`config.mk`:
```
export PLATFORM = sky130hd
export DESIGN_NAME = indexed_list_store
export DESIGN_NICKNAME = d
export VERILOG_FILES = /design/src/hw/rtl/ils_pkg.sv /design/src/hw/rtl/ils_ram.sv /design/src/hw/rtl/indexed_list_store.sv
export SDC_FILE = /design/constraint.sdc
export NUM_CORES = 1
export LEC_CHECK = 0
export ABC_AREA = 1
export BUFFER_PORTS_ARGS = -buffer_cell sky130_fd_sc_hd__buf_4
export CORE_MARGIN = 4
export CORE_UTILIZATION = 40
export DETAILED_ROUTE_END_ITERATION = 10
export SLEW_MARGIN = 20
export SYNTH_ARGS = -nofsm -noshare
export SYNTH_HDL_FRONTEND = slang
export SYNTH_HIERARCHICAL = 1
export SYNTH_SLANG_ARGS = --single-unit
```
`constraint.sdc`:
```
create_clock -name clk -period 6.6 [get_ports clk]
set_clock_uncertainty 0.2 [all_clocks]
set_input_delay 0 -clock clk [delete_from_list [all_inputs] [get_ports clk]]
set_output_delay 0 -clock clk [all_outputs]
set_load 0.1 [all_outputs]
```
`src/hw/rtl/ils_pkg.sv`:
```
// ----------------------------------------------------------------------------
// ils_pkg
// Types and codes shared by the indexed list store.
// ----------------------------------------------------------------------------
package ils_pkg;

	localparam int unsigned DEPTH_DEF = 32;
	localparam int unsigned DATA_W    = 32;

	typedef enum logic [2:0] {
		KIND_APPEND     = 3'd0,
		KIND_INSERT     = 3'd1,
		KIND_POP        = 3'd2,
		KIND_REMOVE_AT  = 3'd3,
		KIND_REMOVE_VAL = 3'd4,
		KIND_READ       = 3'd5
	} kind_t;

	typedef enum logic [1:0] {
		STAT_OK        = 2'd0,
		STAT_BAD_INDEX = 2'd1,
		STAT_EMPTY     = 2'd2,
		STAT_FULL      = 2'd3
	} status_t;

	typedef struct packed {
		logic [2:0]         kind;
		logic [5:0]         position;
		logic signed [31:0] item_value;
	} req_t;

	typedef struct packed {
		logic signed [31:0] result_value;
		logic [5:0]         count_after;
		logic [1:0]         status;
		logic [5:0]         removed_count;
	} rsp_t;

endpackage

```
`src/hw/rtl/ils_ram.sv`:
```
// ----------------------------------------------------------------------------
// ils_ram
// Generic single-write, single-read RAM with registered read data.
// ----------------------------------------------------------------------------
module ils_ram #(
	parameter int unsigned WIDTH = 32,
	parameter int unsigned DEPTH = 32
) (
	input  logic                     clk,
	input  logic                     we,
	input  logic [$clog2(DEPTH)-1:0] waddr,
	input  logic [WIDTH-1:0]         wdata,
	input  logic                     re,
	input  logic [$clog2(DEPTH)-1:0] raddr,
	output logic [WIDTH-1:0]         rdata
);

	logic [WIDTH-1:0] mem [DEPTH];

	always_ff @(posedge clk) begin
		if (we) begin
			mem[waddr] <= wdata;
		end
		if (re) begin
			rdata <= mem[raddr];
		end
	end

endmodule

```
`src/hw/rtl/indexed_list_store.sv`:
```
// ----------------------------------------------------------------------------
// indexed_list_store
// Ordered list of signed 32-bit words in one RAM: append, insert, pop,
// remove at index, remove by value, read.
// ----------------------------------------------------------------------------
//
//  channel   ports                 handshake
//  -------   -------------------   ---------------------------------------
//  request   start, busy, req      taken on an edge with start=1, busy=0
//  result    done, rsp             done high one cycle, word taken then
//
//  Append, the unused kinds, remove by value on an empty list and every
//  flagged request finish in the accept cycle; the result word shows in
//  the next cycle and busy stays low, so one per cycle.
//  Pop, read, insert, remove at index and remove by value walk the RAM
//  one entry per cycle through its one read port, with busy high until
//  the result word is set. Insert at the end reads none. Remove by value
//  reads the whole list.
//  Reset clears the count and control only; RAM contents stay undefined.
//  The receiver cannot stall; done is a pure strobe.
//
module indexed_list_store
	import ils_pkg::*;
#(
	parameter int unsigned DEPTH = DEPTH_DEF
) (
	input  logic clk,
	input  logic arst_n,
	input  logic start,
	output logic busy,
	input  req_t req,
	output logic done,
	output rsp_t rsp
);

	localparam int unsigned AW = (DEPTH > 1) ? $clog2(DEPTH) : 1;
	localparam int unsigned CW = $clog2(DEPTH + 1);
	localparam int unsigned XW = (CW > 6) ? CW : 6;

	typedef enum logic [1:0] {
		ST_IDLE = 2'b01,
		ST_SCAN = 2'b10
	} state_t;

	state_t             state_q;
	kind_t              kind_q;
	logic [AW-1:0]      pos_q;
	logic [DATA_W-1:0]  val_q;
	logic [CW-1:0]      count_q;
	logic [AW-1:0]      rd_addr_q;
	logic [AW-1:0]      rd_end_q;
	logic               rd_on_q;
	logic               v_s1;
	logic [AW-1:0]      addr_s1;
	logic [CW-1:0]      kept_q;
	logic [CW-1:0]      removed_q;
	logic [DATA_W-1:0]  res_q;
	logic               done_q;
	rsp_t               rsp_q;

	// RAM port signals
	logic               mem_we;
	logic [AW-1:0]      mem_waddr;
	logic [DATA_W-1:0]  mem_wdata;
	logic               mem_re;
	logic [DATA_W-1:0]  mem_rdata;

	// accept decode
	logic               accept;
	logic [XW-1:0]      pos_x;
	logic [XW-1:0]      n_x;
	logic               full;
	logic               empty;
	logic               go_scan;
	logic               acc_rd_on;
	logic [AW-1:0]      acc_start;
	logic [AW-1:0]      acc_end;
	logic [AW-1:0]      acc_pos;
	logic [1:0]         acc_status;
	logic [CW-1:0]      acc_count;
	logic               acc_write;
	logic [AW-1:0]      last_idx;

	// scan datapath
	logic               finish;
	logic               hit;
	logic [CW-1:0]      fin_count;

	assign accept = start && (state_q == ST_IDLE);
	assign busy   = (state_q != ST_IDLE);

	assign pos_x    = XW'(req.position);
	assign n_x      = XW'(count_q);
	assign full     = (count_q == CW'(DEPTH));
	assign empty    = (count_q == '0);
	assign last_idx = AW'(count_q - CW'(1));

	always_comb begin
		go_scan    = 1'b0;
		acc_rd_on  = 1'b1;
		acc_start  = '0;
		acc_end    = last_idx;
		acc_pos    = AW'(req.position);
		acc_status = STAT_OK;
		acc_count  = count_q;
		acc_write  = 1'b0;
		case (req.kind)
			KIND_APPEND: begin
				if (full) begin
					acc_status = STAT_FULL;
				end else begin
					acc_write = 1'b1;
					acc_count = count_q + CW'(1);
				end
			end
			KIND_INSERT: begin
				if (pos_x > n_x) begin
					acc_status = STAT_BAD_INDEX;
				end else if (full) begin
					acc_status = STAT_FULL;
				end else begin
					// shift down from the tail; nothing to move at the end
					go_scan   = 1'b1;
					acc_rd_on = (pos_x < n_x);
					acc_start = last_idx;
					acc_end   = AW'(req.position);
				end
			end
			KIND_POP: begin
				if (empty) begin
					acc_status = STAT_EMPTY;
				end else begin
					go_scan   = 1'b1;
					acc_start = last_idx;
					acc_pos   = last_idx;
				end
			end
			KIND_REMOVE_AT: begin
				if (empty) begin
					acc_status = STAT_EMPTY;
				end else if (pos_x >= n_x) begin
					acc_status = STAT_BAD_INDEX;
				end else begin
					go_scan   = 1'b1;
					acc_start = AW'(req.position);
				end
			end
			KIND_REMOVE_VAL: begin
				// empty list: no match, plain ok
				go_scan = !empty;
			end
			KIND_READ: begin
				if (empty) begin
					acc_status = STAT_EMPTY;
				end else if (pos_x >= n_x) begin
					acc_status = STAT_BAD_INDEX;
				end else begin
					go_scan   = 1'b1;
					acc_start = AW'(req.position);
					acc_end   = AW'(req.position);
				end
			end
			default: begin
				// unused codes answer ok with no change
			end
		endcase
	end

	// scan done once no read is outstanding
	assign finish = (state_q == ST_SCAN) && !rd_on_q && !v_s1;
	assign hit    = (mem_rdata == val_q);

	always_comb begin
		case (kind_q)
			KIND_INSERT:     fin_count = count_q + CW'(1);
			KIND_POP:        fin_count = count_q - CW'(1);
			KIND_REMOVE_AT:  fin_count = count_q - CW'(1);
			KIND_REMOVE_VAL: fin_count = kept_q;
			default:         fin_count = count_q;
		endcase
	end

	// single write port: accept, scan and finish writes never share a cycle
	always_comb begin
		mem_we    = 1'b0;
		mem_waddr = addr_s1;
		mem_wdata = mem_rdata;
		if (accept && acc_write) begin
			mem_we    = 1'b1;
			mem_waddr = AW'(count_q);
			mem_wdata = DATA_W'(req.item_value);
		end else if (v_s1) begin
			case (kind_q)
				KIND_INSERT: begin
					mem_we    = 1'b1;
					mem_waddr = addr_s1 + AW'(1);
				end
				KIND_REMOVE_AT: begin
					mem_we    = (addr_s1 != pos_q);
					mem_waddr = addr_s1 - AW'(1);
				end
				KIND_REMOVE_VAL: begin
					mem_we    = !hit;
					mem_waddr = AW'(kept_q);
				end
				default: begin
					mem_we = 1'b0;
				end
			endcase
		end else if (finish && (kind_q == KIND_INSERT)) begin
			mem_we    = 1'b1;
			mem_waddr = pos_q;
			mem_wdata = val_q;
		end
	end

	assign mem_re = (state_q == ST_SCAN) && rd_on_q;

	ils_ram #(
		.WIDTH (DATA_W),
		.DEPTH (DEPTH)
	) u_ram (
		.clk   (clk),
		.we    (mem_we),
		.waddr (mem_waddr),
		.wdata (mem_wdata),
		.re    (mem_re),
		.raddr (rd_addr_q),
		.rdata (mem_rdata)
	);

	// control
	always_ff @(posedge clk or negedge arst_n) begin
		if (!arst_n) begin
			state_q <= ST_IDLE;
			count_q <= '0;
			rd_on_q <= 1'b0;
			v_s1    <= 1'b0;
			done_q  <= 1'b0;
		end else begin
			done_q <= 1'b0;
			case (state_q)
				ST_IDLE: begin
					if (accept) begin
						if (go_scan) begin
							state_q <= ST_SCAN;
							rd_on_q <= acc_rd_on;
						end else begin
							count_q <= acc_count;
							done_q  <= 1'b1;
						end
					end
				end
				ST_SCAN: begin
					v_s1 <= rd_on_q;
					if (rd_on_q && (rd_addr_q == rd_end_q)) begin
						rd_on_q <= 1'b0;
					end
					if (finish) begin
						count_q <= fin_count;
						done_q  <= 1'b1;
						state_q <= ST_IDLE;
					end
				end
				default: begin
					state_q <= ST_IDLE;
				end
			endcase
		end
	end

	// datapath
	always_ff @(posedge clk) begin
		if (accept) begin
			kind_q    <= kind_t'(req.kind);
			pos_q     <= acc_pos;
			val_q     <= DATA_W'(req.item_value);
			rd_addr_q <= acc_start;
			rd_end_q  <= acc_end;
			kept_q    <= '0;
			removed_q <= '0;
			res_q     <= '0;
			if (!go_scan) begin
				rsp_q.result_value  <= '0;
				rsp_q.count_after   <= 6'(acc_count);
				rsp_q.status        <= acc_status;
				rsp_q.removed_count <= '0;
			end
		end else if (state_q == ST_SCAN) begin
			if (rd_on_q) begin
				// insert walks down from the tail, the rest walk up
				if (kind_q == KIND_INSERT) begin
					rd_addr_q <= rd_addr_q - AW'(1);
				end else begin
					rd_addr_q <= rd_addr_q + AW'(1);
				end
			end
			addr_s1 <= rd_addr_q;
			if (v_s1) begin
				case (kind_q)
					KIND_POP, KIND_READ, KIND_REMOVE_AT: begin
						if (addr_s1 == pos_q) begin
							res_q <= mem_rdata;
						end
					end
					KIND_REMOVE_VAL: begin
						if (hit) begin
							removed_q <= removed_q + CW'(1);
						end else begin
							kept_q <= kept_q + CW'(1);
						end
					end
					default: begin
					end
				endcase
			end
			if (finish) begin
				rsp_q.result_value  <= res_q;
				rsp_q.count_after   <= 6'(fin_count);
				rsp_q.status        <= STAT_OK;
				rsp_q.removed_count <= 6'(removed_q);
			end
		end
	end

	assign done = done_q;
	assign rsp  = rsp_q;

endmodule

```
==> flow_metrics.py <==
metrics = {
    "setup_path": {
        "cp.arrival_ns": 5.81,
        "rr_startpoint": "state_q[0]",
        "crit_path_max_incr_delay_ns": 1.00,
        "cp_slowest_cell": "nor2_4",
        "r2r-end": "u_ram/mem[26][5]",
        "cp_cell_sequence": "inv_1 > ha_1 > inv_2 > nor2_1 > nand2_1 > nor2_8 > inv_2 > o21ai_1 > o221ai_1 > o21ai_1 > nand3_1 > nor2_4 > buf_4",
        "rrSetupSlack_ns": 1.01,
        "end_kind": "flip-flop",
        "crit_type": "flip-flop to flip-flop",
        "cp.required_ns": 6.82,
        "worstSetupStartpointType": "flip-flop",
        "crit_path_max_fanout": 26,
        "worstRegToRegCells": 13,
    },
    "synth": {
        "synthesis.area_um2": 51500,
        "async_flop_share": 0.00908,
        "synth_top_area_share": 0.675,
        "synth.distinct_cells": 50,
        "synth_area_per_cell_um2": 11.2,
        "synth-seq-area-share": 0.697,
        "ys_ff_latch": 1212,
        "synthTopCellsByCount": "1710 x nand2_1, 1157 x edfxtp_1, 828 x nand3_1, 140 x nor2_1, 135 x inv_1",
        "syn_inst": 4619,
        "synth_edf_count": 1157,
        "synth_fp_nets": 4685,
        "synth-main-ff-cell": "edfxtp_1",
        "yosys-top-cells-area": "edfxtp_1 67%, nand2_1 12%, nand3_1 8.0%",
        "yosysWarnings": 6,
        "synth_top_area_cell": "edfxtp_1",
        "synth_most_common_cell": "nand2_1",
    },
    "sta": {
        "hold_viol": 0,
        "setup_viol": 0,
        "final-max-slew-violation-count": 0,
        "setup_ws_ns": 1.01,
        "tightest_slew_ns": 1.19,
        "rsz0062_at_grt": "no",
        "max-slew-margin-rel": 0.204,
        "post-route-period-util": 0.846,
        "whs_ns": 0.0602,
        "setup_tns_ns": 0,
        "fin_crit_ns": 5.59,
        "max_freq_ghz": 0.179,
    },
    "global_routing": {
        "grt_pass1_wl_mm": 217,
        "overflow": 0,
        "grt_max_degree": 166,
        "antenna_found_initial": 5,
        "grt_pass1_vias": 33400,
        "grt_util_all_layers": 0.212,
    },
    "place": {
        "place_ws_ns": 1.12,
        "place_area_um2": 53900,
        "port_buffers": 91,
        "place.gp.congestion": 0.915,
        "dp_hpwl_mm": 83.9,
    },
    "die": {
        "pin_count": 92,
        "die_h_um": 367,
        "rows": 131,
        "dieArea_um2": 135000,
        "start_util": 0.403,
        "fp.coreArea_um2": 128000,
        "die_x_um": 367,
    },
    "clocking": {
        "clk_path_buf_depth": 3,
        "cts_tree": "built",
        "post_cts_buffers": 0,
        "cts_buffers": 130,
        "path_clk_slew_ns": 0.06,
        "insertion_delay_ns": 0.74,
        "cts_max_level": 4,
        "cts_sinks": 1212,
        "cts-root-buf": "clkbuf_16",
    },
    "hold_path": {
        "hold_depth": 6,
        "hp-class": "input port to flip-flop",
        "hp-start": "req[33]",
        "hold_path_end": "rd_addr_q[1]",
    },
    "detailed_routing": {
        "dr.pass1.iters": 6,
        "route.detailed.drc": 0,
        "via_per_inst": 5.44,
        "routed_wl_mm": 146,
        "vias": 35400,
        "drt_iter0_markers": 4036,
        "ant_nets": 0,
        "drt-wirelength-per-cell_um": 22.4,
    },
    "job": {
        "cap_violations": 0,
    },
    "run_status": {
        "status": "complete, no violations",
    },
    "layout": {
        "multi_input_area_um2": 13800,
        "syn2layout_area_growth_pct": 14.6,
        "seq_area_um2": 35900,
        "drive_above_1_share": 0.0931,
        "nNetsFinal": 4814,
        "fillers": 11400,
        "utilization": 0.462,
        "fin_area_um2": 59000,
    },
    "power": {
        "p_leak_uw": 0.0218,
        "p_per_area_nw_per_um2": 429,
        "ir_drop_mv": 0.291,
    },
}
[power by group]
part	internal, uW	total (uW)	switching, uW	leakage, uW
logic	2030	8730	6700	0.00885
clock network	4050	7010	2970	0.00195
registers	9330	9540	208	0.0110
total	15400	25300	9870	0.0218
[state kept, by name (all words and copies together) (netlist names), 6 cells and up]
register / cells
u_ram/mem: 1024
rsp: 46
res_q: 32
u_ram/rdata: 32
val_q: 32
count_q: 6
kept_q: 6
removed_q: 6
[timing repair]
action / CTS / global route
gates resized for setup: 0 / 0
hold buffers: 84 / 0
endpoints found under the hold margin: 1141 / 0
[placed cells by master (no fill, tap or decap), drive strengths merged, types with 3 or more instances in the layout]
cell type,synthesis,final
nand2,1718,1718
edfxtp,1157,1157
nand3,833,833
buf,225,173
clkbuf,35,168
inv,149,158
nor2,151,151
o21ai,119,119
dlygate4sd3,0,84
a21oi,54,54
dfxtp,44,44
clkinv,3,43
xor2,25,25
ha,20,20
nand4,18,18
a31oi,13,13
xnor2,11,11
dfrtp,10,10
bufinv,0,8
nor3,8,8
nand3b,5,5
diode,0,4
a22oi,3,3
o21bai,3,3
[worst max path at each step]
stage	startpoint	end	cells past startpoint
CTS	state_q[0]	u_ram/mem[26][5]	13
detailed placement	state_q[0]	u_ram/mem[26][29]	13
global route	state_q[0]	u_ram/mem[26][13]	13
global placement	state_q[0]	u_ram/mem[26][29]	13
finish	state_q[0]	u_ram/mem[26][5]	13
floorplan	state_q[1]	rsp[0]	7
[stage by stage]
stage	total power, uW	instances
after detailed placement	18300	6185
after global placement	18200	6177
after global routing	26500	6506
after CTS	25300	6496
final	25300	6509
after floorplan	15400	4619
[cells by family (layout without fill, tap and decap cells)]
logic type | count (synthesis) | in the layout | synth area share
compound gates | 202 | 202 | 0.0212
buf+inv | 412 | 636 | 0.0456
flops | 1212 | 1212 | 0.697
simple gates | 2735 | 2735 | 0.224
other cells | 0 | 4 | 0
xor+xnor | 36 | 36 | 0.00612
fa+ha+maj | 22 | 22 | 0.00564
[area by class of cell]
cell class / instances / share of cell area
flip-flops and latches: 1212 / 0.608
multi-input cells: 2995 / 0.234
clock buffers: 168 / 0.0591
repair buffers: 257 / 0.0435
well taps: 1662 / 0.0352
inverters: 152 / 0.0102
clock inverters: 59 / 0.00922
diodes: 4 / 0.000170
[worst max-delay path, delay by kind of cell, from the launching register on]
family	cells	cell delay, ns
simple gates	5	2.60
buf+inv	4	0.90
compound gates	3	0.62
fa+ha+maj	1	0.54
flops	1	0.37
[metal layers]
layer	GRT usage	vias up	wire length (um)
met5	0	-	0
met4	0.0715	0	4400
met3	0.0380	238	11400
met2	0.337	1499	67900
met1	0.296	17500	62100
li1	-	16200	-
(Power assumes the default switching activity.)
